$ cat src/imusd_pkg.sv
// Shared constants, command/status types and the arctangent table of the stillness detector.
package imusd_pkg;

  // Sample and CORDIC sizing
  localparam int SAMPLE_BITS   = 16;
  localparam int CORDIC_STEPS  = 14;
  localparam int CORDIC_ITERS  = (CORDIC_STEPS < 24) ? CORDIC_STEPS : 24;
  localparam int GUARD_SHIFT   = 8;
  localparam int IN_W          = 16;
  localparam int CFG_W         = 16;
  localparam int ANGLE_W       = 16;
  localparam int AXES          = 6;
  localparam int AXIS_W        = $clog2(AXES);
  localparam int STEP_MAX      = (CORDIC_ITERS > AXES) ? CORDIC_ITERS : AXES;
  localparam int IDX_W         = $clog2(STEP_MAX);

  // Datapath widths
  localparam int DIFF_W = SAMPLE_BITS + 1;
  localparam int CMP_W  = (DIFF_W > CFG_W) ? DIFF_W : CFG_W;
  localparam int CW     = SAMPLE_BITS + 1 + GUARD_SHIFT + 3;
  localparam int ZW     = 35;
  localparam int RSHIFT = 17;
  localparam int RQ_W   = ZW - RSHIFT;

  localparam logic signed [ZW-1:0]   Z_PI      = ZW'(64'sd3373259426);
  localparam logic signed [ZW-1:0]   Z_ROUND   = ZW'(65536);
  localparam logic signed [RQ_W-1:0] ANG_MAX   = RQ_W'(25736);
  localparam logic signed [RQ_W-1:0] ANG_MIN   = RQ_W'(-25736);

  // Operation codes
  localparam logic OP_SAMPLE = 1'b0;
  localparam logic OP_TICK   = 1'b1;

  // Configuration register indexes
  localparam int CFG_IDX_W = 2;
  localparam logic [CFG_IDX_W-1:0] REG_PERIOD = 2'd0;
  localparam logic [CFG_IDX_W-1:0] REG_MOTION = 2'd1;
  localparam logic [CFG_IDX_W-1:0] REG_LEVEL  = 2'd2;

  // Configuration reset values
  localparam logic [CFG_W-1:0] PERIOD_RST = CFG_W'(1000);
  localparam logic [CFG_W-1:0] MOTION_RST = CFG_W'(3 * 1024);
  localparam logic [CFG_W-1:0] LEVEL_RST  = CFG_W'(3 * 1024);

  // Controller to datapath commands
  typedef struct packed {
    logic             capture;
    logic             axis_step;
    logic             sample_end;
    logic             tick;
    logic             cordic_step;
    logic             cordic_fin;
    logic             load_out;
    logic [IDX_W-1:0] idx;
  } imusd_cmd_t;

  // Datapath to controller status
  typedef struct packed {
    logic cordic_go;
    logic motion;
  } imusd_sts_t;

  // atan(2^-i) in Q2.30, rounded to nearest
  function automatic logic [31:0] atan_q30(input logic [IDX_W-1:0] i);
    logic [31:0] v;
    case (5'(i))
      5'd0:  v = 32'd843314857;
      5'd1:  v = 32'd497837829;
      5'd2:  v = 32'd263043837;
      5'd3:  v = 32'd133525159;
      5'd4:  v = 32'd67021687;
      5'd5:  v = 32'd33543516;
      5'd6:  v = 32'd16775851;
      5'd7:  v = 32'd8388437;
      5'd8:  v = 32'd4194283;
      5'd9:  v = 32'd2097149;
      5'd10: v = 32'd1048576;
      5'd11: v = 32'd524288;
      5'd12: v = 32'd262144;
      5'd13: v = 32'd131072;
      5'd14: v = 32'd65536;
      5'd15: v = 32'd32768;
      5'd16: v = 32'd16384;
      5'd17: v = 32'd8192;
      5'd18: v = 32'd4096;
      5'd19: v = 32'd2048;
      5'd20: v = 32'd1024;
      5'd21: v = 32'd512;
      5'd22: v = 32'd256;
      5'd23: v = 32'd128;
      default: v = 32'd0;
    endcase
    return v;
  endfunction

  // Take the low sample bits of a raw port value, zero filling above the port
  function automatic logic signed [SAMPLE_BITS-1:0] take_sample(input logic [IN_W-1:0] raw);
    logic signed [SAMPLE_BITS-1:0] s;
    for (int b = 0; b < SAMPLE_BITS; b++) begin
      s[b] = (b < IN_W) ? raw[b] : 1'b0;
    end
    return s;
  endfunction

endpackage

$ cat src/imusd_dp.sv
// Datapath of the stillness detector: configuration, sample store, countdown, CORDIC and output.
module imusd_dp (
  input  logic                          clk,
  input  logic                          rst_n,
  input  logic                          cfg_we,
  input  logic [imusd_pkg::CFG_IDX_W-1:0] cfg_index,
  input  logic [imusd_pkg::CFG_W-1:0]   cfg_data,
  input  logic [imusd_pkg::IN_W-1:0]    in_accel_x,
  input  logic [imusd_pkg::IN_W-1:0]    in_accel_y,
  input  logic [imusd_pkg::IN_W-1:0]    in_accel_z,
  input  logic [imusd_pkg::IN_W-1:0]    in_gyro_x,
  input  logic [imusd_pkg::IN_W-1:0]    in_gyro_y,
  input  logic [imusd_pkg::IN_W-1:0]    in_gyro_z,
  input  imusd_pkg::imusd_cmd_t         cmd,
  output imusd_pkg::imusd_sts_t         sts,
  output logic                          out_inactive,
  output logic                          out_still_and_level,
  output logic signed [imusd_pkg::ANGLE_W-1:0] out_row_angle
);
  import imusd_pkg::*;

  logic [CFG_W-1:0] period_r, motion_thr_r, level_thr_r;
  logic signed [SAMPLE_BITS-1:0] smp_r [AXES];
  logic signed [SAMPLE_BITS-1:0] prev_r [AXES];
  logic signed [SAMPLE_BITS-1:0] prev_nxt [AXES];
  logic motion_r, motion_nxt;
  logic inactive_r, inactive_nxt;
  logic horiz_r, horiz_nxt;
  logic armed_r, armed_nxt;
  logic [CFG_W-1:0] ticks_r, ticks_nxt;
  logic signed [ANGLE_W-1:0] angle_r, angle_nxt;
  logic signed [CW-1:0] cx_r, cx_nxt, cy_r, cy_nxt;
  logic signed [ZW-1:0] cz_r, cz_nxt;
  logic zero_r, zero_nxt;
  logic out_inactive_r, out_level_r;
  logic signed [ANGLE_W-1:0] out_angle_r;

  logic [AXIS_W-1:0] axis;
  logic signed [DIFF_W-1:0] diff;
  logic [DIFF_W-1:0] diff_mag;
  logic axis_motion;
  logic [CFG_W-1:0] period_eff;
  logic signed [DIFF_W-1:0] ay_ext;
  logic [DIFF_W-1:0] ay_mag;
  logic level;
  logic [CFG_W-1:0] ticks_dec;
  logic expire;
  logic signed [DIFF_W-1:0] yin;
  logic signed [SAMPLE_BITS-1:0] xin;
  logic signed [CW-1:0] x0, y0, xs, ys;
  logic signed [ZW-1:0] atan_v, z_round;
  logic signed [RQ_W-1:0] rq, rq_sat;

  // Hold configuration registers
  always_ff @(posedge clk) begin
    if (!rst_n) begin
      period_r     <= PERIOD_RST;
      motion_thr_r <= MOTION_RST;
      level_thr_r  <= LEVEL_RST;
    end else if (cfg_we) begin
      case (cfg_index)
        REG_PERIOD: period_r     <= cfg_data;
        REG_MOTION: motion_thr_r <= cfg_data;
        REG_LEVEL:  level_thr_r  <= cfg_data;
        default: ;
      endcase
    end
  end

  // Capture the sample beat
  always_ff @(posedge clk) begin
    if (cmd.capture) begin
      smp_r[0] <= take_sample(in_accel_x);
      smp_r[1] <= take_sample(in_accel_y);
      smp_r[2] <= take_sample(in_accel_z);
      smp_r[3] <= take_sample(in_gyro_x);
      smp_r[4] <= take_sample(in_gyro_y);
      smp_r[5] <= take_sample(in_gyro_z);
    end
  end

  // Difference one axis per cycle against the previous sample
  assign axis        = cmd.idx[AXIS_W-1:0];
  assign diff        = DIFF_W'(smp_r[axis]) - DIFF_W'(prev_r[axis]);
  assign diff_mag    = diff[DIFF_W-1] ? DIFF_W'(-diff) : DIFF_W'(diff);
  assign axis_motion = CMP_W'(diff_mag) >= CMP_W'(motion_thr_r);

  // Countdown and level decisions
  assign period_eff = (period_r == '0) ? CFG_W'(1) : period_r;
  assign ay_ext     = DIFF_W'(prev_r[1]);
  assign ay_mag     = ay_ext[DIFF_W-1] ? DIFF_W'(-ay_ext) : DIFF_W'(ay_ext);
  assign level      = CMP_W'(ay_mag) < CMP_W'(level_thr_r);
  assign ticks_dec  = (ticks_r == '0) ? ticks_r : ticks_r - CFG_W'(1);
  assign expire     = armed_r && (ticks_dec == '0);

  assign sts.cordic_go = expire && level;
  assign sts.motion    = motion_r;

  // CORDIC operands: vector (accel_z, -accel_x) scaled by the guard shift
  assign xin = prev_r[2];
  assign yin = -DIFF_W'(prev_r[0]);
  assign x0  = CW'(xin) <<< GUARD_SHIFT;
  assign y0  = CW'(yin) <<< GUARD_SHIFT;
  assign xs  = cx_r >>> cmd.idx;
  assign ys  = cy_r >>> cmd.idx;
  assign atan_v = signed'(ZW'(atan_q30(cmd.idx)));

  // Round Q2.30 to Q3.13 and saturate
  assign z_round = cz_r + Z_ROUND;
  assign rq      = z_round[ZW-1:RSHIFT];
  always_comb begin
    if (rq > ANG_MAX) begin
      rq_sat = ANG_MAX;
    end else if (rq < ANG_MIN) begin
      rq_sat = ANG_MIN;
    end else begin
      rq_sat = rq;
    end
  end

  // Next state of the detector
  always_comb begin
    prev_nxt     = prev_r;
    motion_nxt   = motion_r;
    inactive_nxt = inactive_r;
    horiz_nxt    = horiz_r;
    armed_nxt    = armed_r;
    ticks_nxt    = ticks_r;
    angle_nxt    = angle_r;
    cx_nxt       = cx_r;
    cy_nxt       = cy_r;
    cz_nxt       = cz_r;
    zero_nxt     = zero_r;

    if (cmd.capture) begin
      motion_nxt = 1'b0;
    end

    if (cmd.axis_step) begin
      prev_nxt[axis] = smp_r[axis];
      if (axis_motion) begin
        motion_nxt = 1'b1;
      end
    end

    // Restart the countdown on motion and leave the inactive state
    if (cmd.sample_end && motion_r) begin
      armed_nxt = 1'b1;
      ticks_nxt = period_eff;
      if (inactive_r) begin
        inactive_nxt = 1'b0;
        horiz_nxt    = 1'b0;
      end
    end

    // Advance the countdown; expire turns the block inactive
    if (cmd.tick && armed_r) begin
      ticks_nxt = ticks_dec;
      if (expire) begin
        inactive_nxt = 1'b1;
        horiz_nxt    = level;
        if (level) begin
          armed_nxt = 1'b0;
          ticks_nxt = '0;
          zero_nxt  = (xin == '0) && (yin == '0);
          if (xin < 0) begin
            cx_nxt = -x0;
            cy_nxt = -y0;
            cz_nxt = (yin >= 0) ? Z_PI : -Z_PI;
          end else begin
            cx_nxt = x0;
            cy_nxt = y0;
            cz_nxt = '0;
          end
        end else begin
          armed_nxt = 1'b1;
          ticks_nxt = period_eff;
        end
      end
    end

    // One vectoring rotation
    if (cmd.cordic_step) begin
      if (cy_r >= 0) begin
        cx_nxt = cx_r + ys;
        cy_nxt = cy_r - xs;
        cz_nxt = cz_r + atan_v;
      end else begin
        cx_nxt = cx_r - ys;
        cy_nxt = cy_r + xs;
        cz_nxt = cz_r - atan_v;
      end
    end

    if (cmd.cordic_fin) begin
      angle_nxt = zero_r ? '0 : rq_sat[ANGLE_W-1:0];
    end
  end

  // Detector state registers
  always_ff @(posedge clk) begin
    if (!rst_n) begin
      for (int a = 0; a < AXES; a++) begin
        prev_r[a] <= '0;
      end
      motion_r   <= 1'b0;
      inactive_r <= 1'b0;
      horiz_r    <= 1'b0;
      armed_r    <= 1'b0;
      ticks_r    <= '0;
      angle_r    <= '0;
    end else begin
      prev_r     <= prev_nxt;
      motion_r   <= motion_nxt;
      inactive_r <= inactive_nxt;
      horiz_r    <= horiz_nxt;
      armed_r    <= armed_nxt;
      ticks_r    <= ticks_nxt;
      angle_r    <= angle_nxt;
    end
  end

  // CORDIC working registers
  always_ff @(posedge clk) begin
    cx_r   <= cx_nxt;
    cy_r   <= cy_nxt;
    cz_r   <= cz_nxt;
    zero_r <= zero_nxt;
  end

  // Load the result beat
  always_ff @(posedge clk) begin
    if (cmd.load_out) begin
      out_inactive_r <= inactive_r;
      out_level_r    <= inactive_r && horiz_r;
      out_angle_r    <= angle_r;
    end
  end

  assign out_inactive        = out_inactive_r;
  assign out_still_and_level = out_level_r;
  assign out_row_angle       = out_angle_r;

endmodule

$ cat src/imusd_ctrl.sv
// Controller of the stillness detector: sequences axis compares, ticks, CORDIC steps and output.
module imusd_ctrl (
  input  logic                  clk,
  input  logic                  rst_n,
  input  logic                  in_valid,
  input  logic                  in_operation,
  output logic                  in_ready,
  output logic                  out_valid,
  input  logic                  out_ready,
  input  imusd_pkg::imusd_sts_t sts,
  output imusd_pkg::imusd_cmd_t cmd
);
  import imusd_pkg::*;

  typedef enum logic [6:0] {
    ST_IDLE    = 7'b0000001,
    ST_AXIS    = 7'b0000010,
    ST_SMP_END = 7'b0000100,
    ST_TICK    = 7'b0001000,
    ST_CORDIC  = 7'b0010000,
    ST_FIN     = 7'b0100000,
    ST_DONE    = 7'b1000000
  } state_t;

  state_t state_r, state_nxt;
  logic [IDX_W-1:0] cnt_r, cnt_nxt;
  logic out_valid_r, out_valid_nxt;

  // Sequence one beat at a time
  always_comb begin
    state_nxt = state_r;
    cnt_nxt   = cnt_r;
    cmd       = '0;
    cmd.idx   = cnt_r;
    in_ready  = 1'b0;
    case (state_r)
      ST_IDLE: begin
        in_ready = 1'b1;
        if (in_valid) begin
          cmd.capture = 1'b1;
          cnt_nxt     = '0;
          state_nxt   = (in_operation == OP_TICK) ? ST_TICK : ST_AXIS;
        end
      end
      ST_AXIS: begin
        cmd.axis_step = 1'b1;
        if (cnt_r == IDX_W'(AXES - 1)) begin
          state_nxt = ST_SMP_END;
        end else begin
          cnt_nxt = cnt_r + IDX_W'(1);
        end
      end
      ST_SMP_END: begin
        cmd.sample_end = 1'b1;
        state_nxt      = ST_DONE;
      end
      ST_TICK: begin
        cmd.tick = 1'b1;
        cnt_nxt  = '0;
        state_nxt = sts.cordic_go ? ST_CORDIC : ST_DONE;
      end
      ST_CORDIC: begin
        cmd.cordic_step = 1'b1;
        if (cnt_r == IDX_W'(CORDIC_ITERS - 1)) begin
          state_nxt = ST_FIN;
        end else begin
          cnt_nxt = cnt_r + IDX_W'(1);
        end
      end
      ST_FIN: begin
        cmd.cordic_fin = 1'b1;
        state_nxt      = ST_DONE;
      end
      ST_DONE: begin
        if (!out_valid_r || out_ready) begin
          cmd.load_out = 1'b1;
          state_nxt    = ST_IDLE;
        end
      end
      default: begin
        state_nxt = ST_IDLE;
      end
    endcase
  end

  // Hold the result beat until taken
  always_comb begin
    if (cmd.load_out) begin
      out_valid_nxt = 1'b1;
    end else if (out_ready) begin
      out_valid_nxt = 1'b0;
    end else begin
      out_valid_nxt = out_valid_r;
    end
  end

  always_ff @(posedge clk) begin
    if (!rst_n) begin
      state_r     <= ST_IDLE;
      cnt_r       <= '0;
      out_valid_r <= 1'b0;
    end else begin
      state_r     <= state_nxt;
      cnt_r       <= cnt_nxt;
      out_valid_r <= out_valid_nxt;
    end
  end

  assign out_valid = out_valid_r;

  // A pending result is never overwritten
  a_no_overwrite: assert property (@(posedge clk) disable iff (!rst_n)
    cmd.load_out |-> (!out_valid_r || out_ready))
    else $error("result beat overwritten before it was taken");

  // A tick beat goes straight to the countdown update
  a_tick_path: assert property (@(posedge clk) disable iff (!rst_n)
    (in_valid && in_ready && in_operation == OP_TICK) |=> state_r == ST_TICK)
    else $error("tick beat did not reach the countdown update");

  // Axis counter stays within the six axes
  a_axis_range: assert property (@(posedge clk) disable iff (!rst_n)
    state_r == ST_AXIS |-> cnt_r < IDX_W'(AXES))
    else $error("axis index out of range");

  // CORDIC runs exactly its step count before finishing
  a_cordic_len: assert property (@(posedge clk) disable iff (!rst_n)
    (state_r == ST_CORDIC && cnt_r != IDX_W'(CORDIC_ITERS - 1)) |=> state_r == ST_CORDIC)
    else $error("CORDIC left early");

  // The angle is written only after the CORDIC steps
  a_fin_order: assert property (@(posedge clk) disable iff (!rst_n)
    state_r == ST_FIN |-> $past(state_r) == ST_CORDIC)
    else $error("angle written without CORDIC steps");

endmodule

$ cat src/imu_stillness_detector_top.sv
// Top level of the IMU stillness detector: controller plus datapath.
//
// Input channel (in_valid/in_ready): one beat is either a six-axis sample
// (in_operation = 0) or a one millisecond tick (in_operation = 1).
// Result channel (out_valid/out_ready): exactly one beat per input beat,
// carrying the inactive flag, the still-and-level flag and the last roll
// angle in signed Q3.13 radians.
// Configuration: cfg_we writes cfg_data into register cfg_index
// (0 period in ms, 1 motion threshold, 2 level threshold); the user
// writes only while idle, and the block itself does not enforce it.
// A sample is processed with one compare per axis; a tick advances the
// countdown, and when it expires level the CORDIC runs its 14 rotation
// steps on one shared shift/add unit.
// One beat is in work at a time; the next beat is accepted while the last
// result still waits in the output register.
// Reset (synchronous, rst_n low) clears the flags, countdown, angle and
// previous sample and restores the default register values.
// A stalled receiver holds the result; processing of the following beat
// completes and then waits until the output register is free.
module imu_stillness_detector_top (
  input  logic                                 clk,
  input  logic                                 rst_n,
  input  logic                                 cfg_we,
  input  logic [imusd_pkg::CFG_IDX_W-1:0]      cfg_index,
  input  logic [imusd_pkg::CFG_W-1:0]          cfg_data,
  input  logic                                 in_valid,
  output logic                                 in_ready,
  input  logic                                 in_operation,
  input  logic signed [imusd_pkg::IN_W-1:0]    in_accel_x,
  input  logic signed [imusd_pkg::IN_W-1:0]    in_accel_y,
  input  logic signed [imusd_pkg::IN_W-1:0]    in_accel_z,
  input  logic signed [imusd_pkg::IN_W-1:0]    in_gyro_x,
  input  logic signed [imusd_pkg::IN_W-1:0]    in_gyro_y,
  input  logic signed [imusd_pkg::IN_W-1:0]    in_gyro_z,
  output logic                                 out_valid,
  input  logic                                 out_ready,
  output logic                                 out_inactive,
  output logic                                 out_still_and_level,
  output logic signed [imusd_pkg::ANGLE_W-1:0] out_row_angle
);
  import imusd_pkg::*;

  imusd_cmd_t cmd;
  imusd_sts_t sts;

  // Sequence the work
  imusd_ctrl u_ctrl (
    .clk          (clk),
    .rst_n        (rst_n),
    .in_valid     (in_valid),
    .in_operation (in_operation),
    .in_ready     (in_ready),
    .out_valid    (out_valid),
    .out_ready    (out_ready),
    .sts          (sts),
    .cmd          (cmd)
  );

  // Compute flags, countdown and angle
  imusd_dp u_dp (
    .clk                 (clk),
    .rst_n               (rst_n),
    .cfg_we              (cfg_we),
    .cfg_index           (cfg_index),
    .cfg_data            (cfg_data),
    .in_accel_x          (in_accel_x),
    .in_accel_y          (in_accel_y),
    .in_accel_z          (in_accel_z),
    .in_gyro_x           (in_gyro_x),
    .in_gyro_y           (in_gyro_y),
    .in_gyro_z           (in_gyro_z),
    .cmd                 (cmd),
    .sts                 (sts),
    .out_inactive        (out_inactive),
    .out_still_and_level (out_still_and_level),
    .out_row_angle       (out_row_angle)
  );

endmodule
$ cat config.mk
export PLATFORM = sky130hd
export DESIGN_NAME = imu_stillness_detector_top
export DESIGN_NICKNAME = d
export VERILOG_FILES = /design/src/imusd_pkg.sv /design/src/imusd_dp.sv /design/src/imusd_ctrl.sv /design/src/imu_stillness_detector_top.sv
export SDC_FILE = /design/constraint.sdc
export NUM_CORES = 1
export LEC_CHECK = 0
export BUFFER_PORTS_ARGS = -buffer_cell sky130_fd_sc_hd__buf_2
export CAP_MARGIN = 20
export CORE_MARGIN = 2
export CORE_UTILIZATION = 40
export DETAILED_ROUTE_END_ITERATION = 16
export SKIP_CTS_REPAIR_TIMING = 1
export SKIP_LAST_GASP = 1
export SLEW_MARGIN = 20
export SYNTH_ARGS = -nofsm -noshare
export SYNTH_HDL_FRONTEND = slang
export SYNTH_SLANG_ARGS = --single-unit
$ cat constraint.sdc
create_clock -name clk -period 11.3 [get_ports clk]
set_input_delay 1.13 -clock clk [delete_from_list [all_inputs] [get_ports clk]]
set_output_delay 1.13 -clock clk [all_outputs]
set_load 0.1 [all_outputs]
**Word-level counts from Yosys, hierarchy flattened**

Memories as Yosys holds them, arrays and structs flattened. A register that Yosys moved wholly into a read port is not among the register bits.
Index checks and enable logic that the tools add are counted.

- Memories kept: 2
- Bits in registers: 302
- Latch bits: 0
- ROM bits: 480
- Word-level logic and storage cells: 179
- Bits in writable memories: 96

Memory list:

| memory | depth | bits a word | read ports | clocked after Yosys merged registers in | wr ports | RTL line | text |
|---|---|---|---|---|---|---|---|
| (no name shown) | 16 | 30 | 1 | 1 | 0 | imusd_pkg.sv:66 | `case (5'(i))` |
| u_dp.smp_r | 6 | 16 | 1 | 1 | 6 | imusd_dp.sv:23 | `logic signed [SAMPLE_BITS-1:0] smp_r [AXES];` |

- Add/subtract/negate cells: 15
- Div/mod/pow operators: 0
- Bitwise gates (word level): 1
- Magnitude comparators: 9
- Muxes and demuxes: 79
- Eq/ne operators: 17
- Shifts and indexed selects: 2
- Reduce and logical (&&, ||, !) cells: 29
- $mul: 0

Operator list:

| kind | number |
|---|---|
| $mux 28 | 12 |
| $mux 35 | 7 |
| $mux 16 | 12 |
| $bwmux 96 | 1 |
| $logic_not 16->1 | 4 |
| $add 28x28->28 | 2 |
| $sshr 28x4->28 | 2 |
| $sub 28x28->28 | 2 |
| $bmux 16 s3 | 1 |
| $demux 16 s3 | 1 |
| $pmux 7 s6 | 1 |
| $add 35x18->35 const B | 1 |
| $add 35x33->35 | 1 |
| $mux 7 | 5 |
| $sub 35x33->35 | 1 |
| $mux 17 | 2 |
| $neg 16->17 | 2 |
| $ge 28x1->1 const B | 1 |
| $mux 1 | 28 |
| $neg 24->28 | 1 |
| $neg 25->28 | 1 |
| $mux 4 | 6 |
| $gt 18x16->1 const B | 1 |
| $lt 18x16->1 const B | 1 |
| 37 further kinds | 56 |

**Depth between registers and ports, before layout**

- Depth after elaboration: 10
- Mapped depth: 35

**Cells and area by module**

A second synthesis with hierarchy kept.

- Cells, all modules: 3272
- Area, all modules: 29326.9 um^2

Modules (own cells, without submodules):

| module | instances | area an instance (um^2) | seq. area each (um^2) | cells each |
|---|---|---|---|---|
| imusd_dp | 1 | 28498.6 | 9789.4 | 3175 |
| imusd_ctrl | 1 | 828.3 | 240.2 | 97 |

**Worst setup path after synthesis**

OpenSTA, ideal clock, no wires.

- Kind: register to register
- From: register u_dp.prev_r (netlist bit u_dp.ay_ext[2])
- To: register u_dp.cx_r[0], enable pin
- Slack: 1.388 ns
- Period minus slack after synthesis: 9.912 ns
- Cell stages (with the launch flop): 16
- Data arrival time: 9.246 ns
- Setup time: 0.666 ns
- Path through: dfxtp_1 clkbuf_1 nor4_1 nand2b_1 nor2_1 nand3_1 o41ai_1 xnor2_1 ha_1 and4_1 a21oi_1 nand2_1 a2111oi_0 o21ai_0 and2_1 o21ai_0

- Cells in the longest elaborated chain, start to end: 5

RTL lines:

| item | RTL line | text |
|---|---|---|
| start, declared | imusd_dp.sv:24 | `logic signed [SAMPLE_BITS-1:0] prev_r [AXES];` |
| start signal, assigned | imusd_dp.sv:213 | `prev_r <= prev_nxt;` |
| $neg 16->17 | imusd_dp.sv:91 | `assign ay_mag = ay_ext[DIFF_W-1] ? DIFF_W'(-ay_ext) : DIFF_W'(ay_ext);` |
| $mux 17 (*) | imusd_dp.sv:91 |  |
| $lt 17x16->1 (*) | imusd_dp.sv:92 | `assign level = CMP_W'(ay_mag) < CMP_W'(level_thr_r);` |
| $reduce_bool 2->1 (no source line) (*) | -- |  |
| $reduce_and 3->1 (no source line) (*) | -- |  |
| end signal, assigned | imusd_dp.sv:225 | `cx_r <= cx_nxt;` |
| end, declared | imusd_dp.sv:32 | `logic signed [CW-1:0] cx_r, cx_nxt, cy_r, cy_nxt;` |

Mark *: on every way between the ends. The rest lies on a longest branch, timed or not.
A chain may end at the register's enable or synchronous reset.

**Worst setup path in the final report**

- From: register u_ctrl.cnt_r[1]
- To: register u_dp.motion_r

- Cells in the longest elaborated chain, start to end: 10

RTL lines:

| item | RTL line | text |
|---|---|---|
| start, declared | imusd_ctrl.sv:26 | `logic [IDX_W-1:0] cnt_r, cnt_nxt;` |
| start signal, assigned | imusd_ctrl.sv:104 | `cnt_r <= cnt_nxt;` |
| $not 3->4 (not written as such) (*) | imusd_dp.sv:84 | `assign diff = DIFF_W'(smp_r[axis]) - DIFF_W'(prev_r[axis]);` |
| $bmux 16 s3 (*) | imusd_dp.sv:84 |  |
| $mux 16 (not written as such) (*) (2 in a row) | imusd_dp.sv:84 |  |
| $sub 16x16->17 (*) | imusd_dp.sv:84 |  |
| $neg 17->17 | imusd_dp.sv:85 | `assign diff_mag = diff[DIFF_W-1] ? DIFF_W'(-diff) : DIFF_W'(diff);` |
| $mux 17 (*) | imusd_dp.sv:85 |  |
| $ge 17x16->1 (*) | imusd_dp.sv:86 | `assign axis_motion = CMP_W'(diff_mag) >= CMP_W'(motion_thr_r);` |
| $mux 1 (*) | imusd_dp.sv:141 | `if (axis_motion) begin` |
| $mux 1 (*) | imusd_dp.sv:139 | `if (cmd.axis_step) begin` |
| end signal, assigned | imusd_dp.sv:214 | `motion_r <= motion_nxt;` |
| end, declared | imusd_dp.sv:26 | `logic motion_r, motion_nxt;` |

Mark *: on every way between the ends. The rest lies on a longest branch, timed or not. The select of a mux whose other input is x is not followed.

==> results.md <==
- Status: complete, no violations
- Most frequent cells in the layout: nand2_1, o21ai_0, dfxtp_1, nor2_1, edfxtp_1
- Drt drc: 0
- Post-layout nets: 3,711
- WL/cell: 18.4 um
- Area leader, netlist: edfxtp_1
- Hpwl dp: roughly 60 mm
- Initial antenna violation count: 4
- Antenna viol nets, final: 0
- CTS root buf: clkbuf_16
- Commonest non-fill, non-tap cell in the layout: nand2_1
- CP max stage cell: buf_4
- H-tree Lvls: 2
- Register-to-Register Setup Slack: 4.25 ns
- Post-synthesis mux area share: under 10%
- Worst r2r src: u_ctrl.cnt_r[1]
- Reg clk slew, reported paths: approximately 0.060 ns
- DRT iter0 DRCs: 2,048
- Sink count of the clock tree: 429
- Layout cells sized above 1: 11.5%
- Ys async rst share: 0%
- First-pass GRT wire length: 130 mm
- Max Root-Sink Buffers: 3
- CTS buffer count: 52
- Die Height: 278 um
- Area delta synth->final: 10.9%
- CP Launch Type: flip-flop
- Skew-Pair Late Insertion Delay: 0.65 ns
- Pre-antenna DRT Iters: 7
- Crit path max fanout: 66
- Fillers: 7,247
- Largest family of logic cells by synthesized area: compound AO/OA/AOI/OAI gates
- Crit path from: u_ctrl.cnt_r[1]
- Power Total: 5.33 mW
- Hold Fails Final Rpt: 0
- Post-Synth Simple-Gate Area: 18.3%
- Final WL: 81.7 mm
- #FFs+latches synth: roughly 430
- Share of the synthesized area in the top cell type: 20.5%
- CP Class: reg -> reg
- FF-to-FF path depth: 29
- Max_cap viols: 0
- CTS tree: yes
- Clk_skew: 0.0511 ns
- Post-Synthesis Net Count: 3,657
- RSZ-0062 raised after global routing: false
- Worst Setup End Kind: flip-flop
- Routability congestion estimate: 0.888
- Syn Inst Count: 3,379
- PortBufs: 139
- Vias post-DR: 24.9k
- CP Data Arrival Time: around 7.6 ns
- Max stage delay on crit path: 0.79 ns
- Die Footprint: 0.0775 mm2
- Max-slew violations: 0
- Leakage power: 12.7 nW
- Post-synthesis compound-gate area fraction: 19.2%
- Setup crit end: u_dp.motion_r
- Die X-Extent: 278 um
- Peak VDD IR: 0.173 mV
- Site Rows: 100
- Number of synthesized flops with an enable pin: between 200 and 250
- Setup TNS: 0 ns
- Min-delay worst type: reg -> reg
- Post-synthesis sequential area ratio: 35.4%
- Adder-cell area share of the yosys netlist: 6.66%
- IO Count: 140
- Yosys cell types: between 90 and 100
- Starting Density: 40.5%
- Period minus WS final: 7.05 ns
- Synth warn: 0
- Syn Area/Cell: 8.91 um2
- Vias in the first global route: 23.5k
- Fmax: 142 MHz
- Worst endpoint required time: 11.82 ns
- Via density: 5.61
- Top_reg_cell synth: dfxtp_1
- Worst Max-Slew Pin Slew: 1.05 ns
- Post-Syn Area: roughly 0.030 mm2
- GR Overflow Total: 0
- Count of final setup violators: 0
- GRT Resource Usage Total: 20.7%
- Power density cells: about 160 mW/mm2
- Final period utilization: approximately 62%
- Largest net degree at the start of global routing: 117
- Capture point of the worst reg-to-reg path: u_dp.motion_r
- Post-Synth XOR/XNOR Area: 7.04%
- Most frequent CP cell: o21a_1
- Slew HR: 29.3%
- Largest cells by area after synthesis: edfxtp_1, dfxtp_1, ha_1
- Core Area: 0.0744 mm2
-- flip-flops by register name, indices dropped and copies added (netlist names), 4 cells and up, named ones only --
| signal | cells |
|---|---|
| u_dp.period_r | 16 |
| u_dp.atan_v | 28 |
| u_dp.out_row_angle | 16 |
| u_dp.motion_thr_r | 16 |
| u_dp.cx_r | 28 |
| u_dp.xin | 16 |
| u_dp.prev_r | 64 |
| u_dp.cz_r | 35 |
| u_dp.ticks_r | 16 |
| u_dp.cy_r | 28 |
| u_dp.ay_ext | 16 |
| u_dp.smp_r | 96 |
| u_ctrl.state_r | 7 |
| u_ctrl.cnt_r | 4 |
| u_dp.level_thr_r | 16 |
| u_dp.angle_r | 16 |
-- cells by family (layout without fill, tap and decap cells) --
family,count (synthesis),count (layout)
mux,172,172
xor+xnor,242,242
other cells,0,2
simple gates,1138,1138
fa+ha+maj,158,158
compound gates,932,932
flops,429,429
buf+inv,308,404
-- worst min path at each step --
stage	from	end	slack, ns	depth (start not counted)
2_1_floorplan	u_dp.angle_r[0]	u_dp.out_row_angle[0]	0.41	0
3_3_place_gp	u_dp.angle_r[14]	u_dp.out_row_angle[14]	0.41	0
3_5_place_dp	u_dp.angle_r[6]	u_dp.out_row_angle[6]	0.42	0
4_1_cts	u_dp.angle_r[6]	u_dp.out_row_angle[6]	0.43	0
5_1_grt	u_dp.angle_r[6]	u_dp.out_row_angle[6]	0.45	0
6_report	u_dp.angle_r[6]	u_dp.out_row_angle[6]	0.43	0
-- worst max-delay path: cells and delay by family, from the launching register on --
family                     cells  cell delay, ns
adders and majority gates      3            0.87
and+or+nand+nor                4            0.92
AOI/OAI and AO/OA             19            3.33
buffers and inverters          3            1.22
DFF                            1            0.53
-- cell type report --
cell class / instances / area (um2) / share of cell area, %
Tap cell: 969 / 1210 / 3.63
Timing Repair Buffer: 179 / 1020 / 3.05
Sequential cell: 429 / 10700 / 31.9
Inverter: 129 / 484 / 1.45
Clock buffer: 65 / 1420 / 4.26
Multi-Input combinational cell: 2642 / 18200 / 54.6
Antenna cell: 2 / 5.00 / 0.0150
Clock inverter: 31 / 357 / 1.07
-- metrics by stage --
stage	util, %	worst slack (ns)	area [um2]	hold slack, ns	instances
after floorplan	-	1.39	30100	0.408	3379
final	44.9	4.25	33400	0.428	4446
after global routing	44.9	3.51	33400	0.446	4446
after detailed placement	42.4	4.28	31600	0.416	4347
after global placement	42.4	4.35	31600	0.413	4347
after CTS	44.8	4.25	33400	0.431	4443
-- metal layers --
metal  wire, um  GRT usage [%]  part of all wire (%)
met1      37500           28.3                    46
met2      38700           34.8                    47
met3       3690           2.31                   4.5
met4       1800           5.41                   2.2
met5          8              0                0.0098
-- cells in the mapped netlist, drive strengths merged, types with 10 or more instances --
| master | n |
|---|---|
| nand4 | 11 |
| mux2 | 17 |
| dfxtp | 223 |
| nor4 | 18 |
| clkbuf | 148 |
| a21o | 49 |
| buf | 31 |
| o21ai | 365 |
| nand3 | 63 |
| nor3b | 10 |
| o211ai | 19 |
| inv | 128 |
| o22ai | 12 |
| xnor2 | 168 |
| a21oi | 178 |
| or2 | 15 |
| ha | 154 |
| o41ai | 13 |
| a21boi | 53 |
| edfxtp | 206 |
| a221oi | 18 |
| a31oi | 26 |
| nor2 | 212 |
| o31a | 10 |
| nand2b | 38 |
| o31ai | 42 |
| o21bai | 18 |
| nor3 | 61 |
| o21a | 28 |
| xor2 | 74 |
| mux2i | 71 |
| a211oi | 21 |
| or3 | 40 |
| nand2 | 443 |
| mux4 | 84 |
| nor2b | 34 |
| and2 | 121 |
| and3 | 28 |
-- power breakdown --
group	switching, mW	total [mW]	internal [mW]	leakage [nW]
Combinational	1.04	1.77	0.735	8.02
Clock	0.730	1.73	0.996	0.848
Sequential	0.0766	1.83	1.76	3.83
Total	1.84	5.33	3.49	12.7
(Power assumes the default switching activity.)
